`src/hw/rtl/assert_macros.svh`:
```
// Assertion macros shared by the decoder RTL.
// Included by files that carry concurrent checks; needs no package.
`ifndef ASSERT_MACROS_SVH
`define ASSERT_MACROS_SVH

// Implication checked at the same edge, held off during reset.
`define ASSERT_IMPLY(label, clk, rst, ante, cons, msg) \
  label: assert property (@(posedge clk) disable iff (rst) (ante) |-> (cons)) \
    else $error(msg);

// Implication checked in non-overlapping form (|=>), held off during reset.
`define ASSERT_NEXT(label, clk, rst, ante, cons, msg) \
  label: assert property (@(posedge clk) disable iff (rst) (ante) |=> (cons)) \
    else $error(msg);

`endif

```
`src/hw/rtl/aid_pkg.sv`:
```
// Package for the ARM instruction decoder: class and operation codes, mode
// codes and the decoded word record. No dependencies.
package aid_pkg;

  localparam logic [2:0] CLS_UNKNOWN = 3'd0;
  localparam logic [2:0] CLS_DP      = 3'd1;
  localparam logic [2:0] CLS_MUL     = 3'd2;
  localparam logic [2:0] CLS_SWP     = 3'd3;
  localparam logic [2:0] CLS_LS      = 3'd4;
  localparam logic [2:0] CLS_BLK     = 3'd5;
  localparam logic [2:0] CLS_BR      = 3'd6;

  localparam logic [4:0] OP_MUL  = 5'd16;
  localparam logic [4:0] OP_MLA  = 5'd17;
  localparam logic [4:0] OP_SWP  = 5'd18;
  localparam logic [4:0] OP_SWPB = 5'd19;
  localparam logic [4:0] OP_LDR  = 5'd20;
  localparam logic [4:0] OP_LDRB = 5'd21;
  localparam logic [4:0] OP_STR  = 5'd22;
  localparam logic [4:0] OP_STRB = 5'd23;
  localparam logic [4:0] OP_LDM  = 5'd24;
  localparam logic [4:0] OP_STM  = 5'd25;
  localparam logic [4:0] OP_B    = 5'd26;
  localparam logic [4:0] OP_BL   = 5'd27;

  localparam logic [3:0] MODE_DP_IMM       = 4'd0;
  localparam logic [3:0] MODE_DP_SHIFT_IMM = 4'd1;
  localparam logic [3:0] MODE_DP_SHIFT_REG = 4'd2;
  localparam logic [3:0] MODE_LS_REG       = 4'd3;
  localparam logic [3:0] MODE_LS_SCALED    = 4'd6;
  localparam logic [3:0] MODE_BLK_DA       = 4'd2;

  localparam logic [31:0] MASK_MAJOR  = 32'h0C00_0000;
  localparam logic [31:0] MATCH_LS    = 32'h0400_0000;
  localparam logic [31:0] MASK_BR_BLK = 32'h0E00_0000;
  localparam logic [31:0] MATCH_BLK   = 32'h0800_0000;
  localparam logic [31:0] MATCH_BR    = 32'h0A00_0000;
  localparam logic [31:0] MASK_MUL    = 32'h0FC0_00F0;
  localparam logic [31:0] MATCH_MUL   = 32'h0000_0090;
  localparam logic [31:0] MASK_SWP    = 32'h0FB0_0FF0;
  localparam logic [31:0] MATCH_SWP   = 32'h0100_0090;

  typedef struct packed {
    logic [2:0]  instr_class;
    logic [4:0]  operation;
    logic [3:0]  condition;
    logic [3:0]  reg_n;
    logic [3:0]  reg_d;
    logic [3:0]  reg_m;
    logic [3:0]  reg_s;
    logic [2:0]  flag_bits;
    logic [3:0]  operand_mode;
    logic [1:0]  shift_kind;
    logic [31:0] immediate;
  } aid_result_t;

endpackage

```
`src/hw/rtl/aid_decode.sv`:
```
// Combinational ARM instruction field decode: one word in, one record out.
// Depends on aid_pkg.
module aid_decode
  import aid_pkg::*;
(
  input  logic [31:0] word,
  output aid_result_t result
);

  logic        p, u, b, wb, l;
  logic [1:0]  sub;
  logic [4:0]  rot;
  logic [63:0] rot_pair;

  assign p  = word[24];
  assign u  = word[23];
  assign b  = word[22];
  assign wb = word[21];
  assign l  = word[20];
  assign sub = p ? {1'b0, wb} : 2'd2;
  assign rot = {word[11:8], 1'b0};
  assign rot_pair = {24'd0, word[7:0], 24'd0, word[7:0]} >> rot;

  always_comb begin
    result = '0;
    result.condition = word[31:28];
    if ((word & MASK_MAJOR) == 32'd0) begin
      if ((word & MASK_MUL) == MATCH_MUL) begin
        result.instr_class = CLS_MUL;
        result.operation   = wb ? OP_MLA : OP_MUL;
        result.reg_n       = word[15:12];
        result.reg_d       = word[19:16];
        result.reg_m       = word[3:0];
        result.reg_s       = word[11:8];
        result.flag_bits   = {2'b00, l};
      end else if ((word & MASK_SWP) == MATCH_SWP) begin
        result.instr_class = CLS_SWP;
        result.operation   = b ? OP_SWPB : OP_SWP;
        result.reg_n       = word[19:16];
        result.reg_d       = word[15:12];
        result.reg_m       = word[3:0];
      end else begin
        result.instr_class = CLS_DP;
        result.operation   = {1'b0, word[24:21]};
        result.reg_n       = word[19:16];
        result.reg_d       = word[15:12];
        result.flag_bits   = {2'b00, l};
        if (word[25]) begin
          result.operand_mode = MODE_DP_IMM;
          result.immediate    = rot_pair[31:0];
        end else begin
          result.reg_m      = word[3:0];
          result.shift_kind = word[6:5];
          if (word[4]) begin
            result.operand_mode = MODE_DP_SHIFT_REG;
            result.reg_s        = word[11:8];
          end else begin
            result.operand_mode = MODE_DP_SHIFT_IMM;
            result.immediate    = {27'd0, word[11:7]};
          end
        end
      end
    end else if ((word & MASK_MAJOR) == MATCH_LS) begin
      result.instr_class = CLS_LS;
      result.operation   = l ? (b ? OP_LDRB : OP_LDR) : (b ? OP_STRB : OP_STR);
      result.reg_n       = word[19:16];
      result.reg_d       = word[15:12];
      result.flag_bits   = {(!p) || wb, u, 1'b0};
      if (word[25]) begin
        result.reg_m = word[3:0];
        if (word[11:4] != 8'd0) begin
          result.operand_mode = MODE_LS_SCALED + {2'b00, sub};
          result.shift_kind   = word[6:5];
          result.immediate    = {27'd0, word[11:7]};
        end else begin
          result.operand_mode = MODE_LS_REG + {2'b00, sub};
        end
      end else begin
        result.operand_mode = {2'b00, sub};
        result.immediate    = {20'd0, word[11:0]};
      end
    end else if ((word & MASK_BR_BLK) == MATCH_BLK) begin
      result.instr_class  = CLS_BLK;
      result.operation    = l ? OP_LDM : OP_STM;
      result.reg_n        = word[19:16];
      result.flag_bits    = {wb, u, 1'b0};
      result.operand_mode = (u ? 4'd0 : MODE_BLK_DA) + {3'd0, p};
      result.immediate    = {16'd0, word[15:0]};
    end else if ((word & MASK_BR_BLK) == MATCH_BR) begin
      result.instr_class = CLS_BR;
      result.operation   = p ? OP_BL : OP_B;
      result.immediate   = {{8{word[23]}}, word[23:0]};
    end
  end

endmodule

```
`src/hw/rtl/arm_instruction_decoder.sv`:
```
// ARM v4 instruction decoder, top level: input word register, decode logic,
// result register. Depends on aid_pkg, aid_decode and assert_macros.svh.
//
// One word enters per clock cycle while word_stall is low. An accepted word
// waits in the input register, then its record, with only the field decode
// between, is loaded into the result register that drives the result ports.
// Both registers advance together when the result is taken or empty; the
// input register also loads while it is empty. A result-side stall holds the
// result register and any full input register, and raises word_stall in the same cycle.
`include "assert_macros.svh"

module arm_instruction_decoder
  import aid_pkg::*;
(
  input  logic        clk,
  input  logic        rst,
  input  logic        word_valid,
  output logic        word_stall,
  input  logic [31:0] instruction_word,
  output logic        result_valid,
  input  logic        result_stall,
  output logic [2:0]  instr_class,
  output logic [4:0]  operation,
  output logic [3:0]  condition,
  output logic [3:0]  reg_n,
  output logic [3:0]  reg_d,
  output logic [3:0]  reg_m,
  output logic [3:0]  reg_s,
  output logic [2:0]  flag_bits,
  output logic [3:0]  operand_mode,
  output logic [1:0]  shift_kind,
  output logic [31:0] immediate
);

  logic        held_valid;
  logic [31:0] held_word;
  aid_result_t decoded;
  aid_result_t result;
  logic        out_free;
  logic        held_moving;
  logic        out_full;
  logic        out_unknown;
  logic        unknown_cleared;
  logic        out_branch;
  logic        branch_op_ok;

  aid_decode u_decode (
    .word   (held_word),
    .result (decoded)
  );

  assign out_free   = !result_valid || !result_stall;
  assign word_stall = held_valid && !out_free;

  always_ff @(posedge clk) begin
    if (rst) begin
      held_valid   <= 1'b0;
      result_valid <= 1'b0;
    end else begin
      if (out_free) begin
        result_valid <= held_valid;
        held_valid   <= word_valid;
      end else if (!held_valid) begin
        held_valid <= word_valid;
      end
    end
    if (word_valid && !word_stall) begin
      held_word <= instruction_word;
    end
    if (out_free && held_valid) begin
      result <= decoded;
    end
  end

  assign instr_class  = result.instr_class;
  assign operation    = result.operation;
  assign condition    = result.condition;
  assign reg_n        = result.reg_n;
  assign reg_d        = result.reg_d;
  assign reg_m        = result.reg_m;
  assign reg_s        = result.reg_s;
  assign flag_bits    = result.flag_bits;
  assign operand_mode = result.operand_mode;
  assign shift_kind   = result.shift_kind;
  assign immediate    = result.immediate;

  assign held_moving     = held_valid && out_free;
  assign out_full        = held_valid && result_valid;
  assign out_unknown     = result_valid && (instr_class == CLS_UNKNOWN);
  assign unknown_cleared = (operation == 5'd0) && (immediate == 32'd0) && (flag_bits == 3'd0);
  assign out_branch      = result_valid && (instr_class == CLS_BR);
  assign branch_op_ok    = (operation == OP_B) || (operation == OP_BL);

  `ASSERT_NEXT(a_held_moves_out, clk, rst, held_moving, result_valid, "held word lost")
  `ASSERT_IMPLY(a_stall_only_full, clk, rst, word_stall, out_full, "needless stall")
  `ASSERT_IMPLY(a_unknown_clear, clk, rst, out_unknown, unknown_cleared, "unknown not cleared")
  `ASSERT_IMPLY(a_branch_op, clk, rst, out_branch, branch_op_ok, "bad branch op")

endmodule
```
`config.mk`:
```
export PLATFORM = sky130hd
export DESIGN_NAME = arm_instruction_decoder
export DESIGN_NICKNAME = d
export VERILOG_FILES = /design/src/hw/rtl/aid_pkg.sv /design/src/hw/rtl/aid_decode.sv /design/src/hw/rtl/arm_instruction_decoder.sv
export VERILOG_INCLUDE_DIRS = /design/src /design/src/hw/rtl
export SDC_FILE = /design/constraint.sdc
export NUM_CORES = 1
export LEC_CHECK = 0
export BUFFER_PORTS_ARGS = -buffer_cell sky130_fd_sc_hd__buf_2
export CAP_MARGIN = 20
export CORE_ASPECT_RATIO = 0.5
export CORE_MARGIN = 4
export CORE_UTILIZATION = 48
export DETAILED_ROUTE_END_ITERATION = 10
export PLACE_DENSITY = 0.75
export SETUP_SLACK_MARGIN = 0.05
export SKIP_CTS_REPAIR_TIMING = 1
export SYNTH_ARGS = -nofsm -noshare
export SYNTH_HDL_FRONTEND = slang
export SYNTH_SLANG_ARGS = --single-unit
```
`constraint.sdc`:
```
create_clock -name clk -period 7 [get_ports clk]
set_input_delay 1.05 -clock clk [delete_from_list [all_inputs] [get_ports clk]]
set_output_delay 1.05 -clock clk [all_outputs]
set_load 0.005 [all_outputs]
```
==> results.md <==
* Final Critical Period at 2760 ps
* I/O Buffers at 106
* First-pass GRT wire length at 17300 µm
* Worst Path Buf+Inv at 1
* Post-synth EDFFs at 101
* Routed WL at 10700 µm
* Status: complete, no violations
* Largest family of logic cells by synthesized area: compound AO/OA/AOI/OAI gates
* Crit path max-delay cell type: ha_1
* Synth cell types at 55
* CTS tree: built
* Vias in the first global route at 3184
* Clock buffer depth at 2
* Final Hold Viols at 0
* Setup TNS at 0 ps
* Drt pass-1 iters at 6
* Mean post-synth cell area at 13.3 µm²
* Clk_lat worst skew at 350 ps
* Final hold slack at 424 ps
* Clock transition at path regs at 60 ps
* Initial antenna violation count at 0
* Maxcap violations at 0
* CTS Buf Count at 9
* Slew Limit Fails at 0
* Top Ports at 107
* Mux share of post-synthesis cell area at 2.73%
* Via Count at 3252
* Row count at 24
* # fillers at 721
* Post-Synthesis Net Count at 384
* Pre-CTS setup slack at 4280 ps
* GRT overflow at 0
* Synth Area in Adders at 0.820%
* TritonCTS Sinks at 103
* Synth Area in Compound Gates at 13.9%
* Commonest cells post-synth: edfxtp_1 (101), nand2_1 (31), o21ai_0 (28), nor2_1 (19), nor2b_1 (15)
* # DRC at 0
* CP startpoint kind: flop
* CP required at 7210 ps
* Most frequent cell after synthesis: edfxtp_1
* Primary FF master, synth: edfxtp_1
* Least-Margin Pin Slew at 940 ps
* Initial Util at 51.0%
* Peak supply drop at 0.118 mV
* Pin count of the biggest net entering global routing at 70
* Setup ws final at 4240 ps
* Max_slew headroom at 37.2%
* Top cells by area, synth: edfxtp_1 (66%), o21ai_0 (3.1%), nand2_1 (2.5%)
* Crit path cell chain: inv_1, ha_1, nand2b_1, o21ai_0, o2bb2ai_1, a221o_1
* GRT Total Usage at 19.5%
* Critical-path maximum fanout at 24
* CP Data Arrival Time at 2970 ps
* RSZ-0062 raised after global routing: false
* Synthesized flop and latch total at 103
* Yosys top cell area share at 66.3%
* Share of cells above drive strength 1 at 30.4%
* Area Growth Syn to Fin at 19.5%
* Leakage at 2.08 nW
* Sequential area share after synthesis at 67.1%
* Die width at 146 µm
* Drt first-iter violations at 438
* DR WL/cell at 18.8 µm
* Largest area contributor in the netlist: edfxtp_1
* Yosys warning count at 0
* Final setup viols at 0
* Synth async-reset ratio at 0%
* Worst min path class: flop to flop
* Final net count at 485
* Height of the die at 77.1 µm
* Overall die area at 11300 µm²
* Family with the most delay on the worst path: compound AO/OA/AOI/OAI gates
* CTS H-Tree Depth at 3
* Worst clock skew at 5.77 ps
* Antenna Diode Count at 0
* Crit Path Class: flop to flop
* Final period util at 39.4%
* Post-route ant nets at 0
* Post-DP HPWL at 7600 µm
* CTS root buf: clkbuf_16
* Mapped Area at 4580 µm²
* Vias per cell at 5.74
* Setup crit end kind: flop
* Post-Synth XOR/XNOR Area at 0%
* Achievable frequency at 363 MHz
* Syn Inst Count at 345
* Pwr per Cell Area at 239 nW/µm²
* Core Area at 8980 µm²
* Final GP Congestion at 0.871
* Max stage delay on crit path at 740 ps
* Simple-Gate Fraction of Synth Area at 13.3%
-- registers in the layout, summed over array words and instances (netlist names) --
| signal | flops |
|---|---|
| operation | 5 |
| reg_s | 4 |
| result_valid | 1 |
| operand_mode | 4 |
| immediate | 32 |
| reg_m | 4 |
| reg_d | 4 |
| condition | 4 |
| held_word | 32 |
| shift_kind | 2 |
| reg_n | 4 |
| flag_bits | 3 |
| instr_class | 3 |
| held_valid | 1 |
-- cells by family (layout without fill, tap and decap cells) --
logic type,count (synthesis),in the layout
compound gates,91,91
mux,12,12
flops,103,103
fa+ha+maj,3,3
simple gates,112,112
buf+inv,24,129
-- cells in the final DEF (no fill, tap or decap), drive strengths merged, types with 4 or more instances in the layout --
| cell | netlist | layout |
|---|---|---|
| buf | 4 | 107 |
| edfxtp | 101 | 101 |
| nand2 | 31 | 31 |
| o21ai | 28 | 28 |
| nor2 | 19 | 19 |
| nor2b | 15 | 15 |
| a22o | 11 | 11 |
| clkbuf | 13 | 11 |
| a21oi | 9 | 9 |
| mux2i | 8 | 8 |
| nand3 | 8 | 8 |
| and2 | 8 | 8 |
| inv | 7 | 7 |
| o2bb2ai | 7 | 7 |
| a22oi | 7 | 7 |
| nor3 | 6 | 6 |
| and3 | 4 | 4 |
| mux2 | 4 | 4 |
| a221o | 4 | 4 |
-- path summary, 6_finish.rpt --
path,endpoint,slack (ps),cells after the start,startpoint
worst max-delay path,immediate[3],4240,6,held_word[26]
worst min-delay path,condition[0],420,0,held_word[28]
worst max register to register,immediate[3],4240,6,held_word[26]
worst min register to register,condition[0],420,0,held_word[28]
-- per-layer routing --
layer / vias to the layer above / GRT usage (%) / routed length (µm)
met4: 0 / 5.25 / 99
met3: 9 / 6.07 / 1060
met2: 160 / 29.5 / 4850
met5: - / 0 / 0
li1: 1532 / - / -
met1: 1551 / 27.6 / 4680
-- metrics by stage --
| stage | area (µm²) | total power [W] | util [%] | instances |
|---|---|---|---|---|
| final | 5470 | 0.00131 | 60.9 | 567 |
| after global routing | 5470 | 0.00136 | 60.9 | 567 |
| after CTS | 5470 | 0.00132 | 60.9 | 567 |
| after detailed placement | 5210 | 0.000876 | 58.0 | 552 |
| after global placement | 5210 | 0.000873 | 58.0 | 552 |
| after floorplan | 4580 | 0.000821 | - | 345 |
-- layout make-up --
cell class / instances / area, µm² / share of cell area [%]
flip-flops and latches: 103 / 3070 / 56.2
multi-input cells: 218 / 1430 / 26.1
repair buffers: 107 / 538 / 9.84
clock buffers: 11 / 233 / 4.26
well taps: 117 / 146 / 2.68
inverters: 7 / 26.3 / 0.481
clock inverters: 4 / 23.8 / 0.435
-- report_power, final --
group	total, W	internal [W]	switching (W)
Sequential	0.000746	0.000718	0.0000284
Combinational	0.000118	0.0000501	0.0000674
Clock	0.000443	0.000237	0.000205
Power figures use the tool's default switching activity.
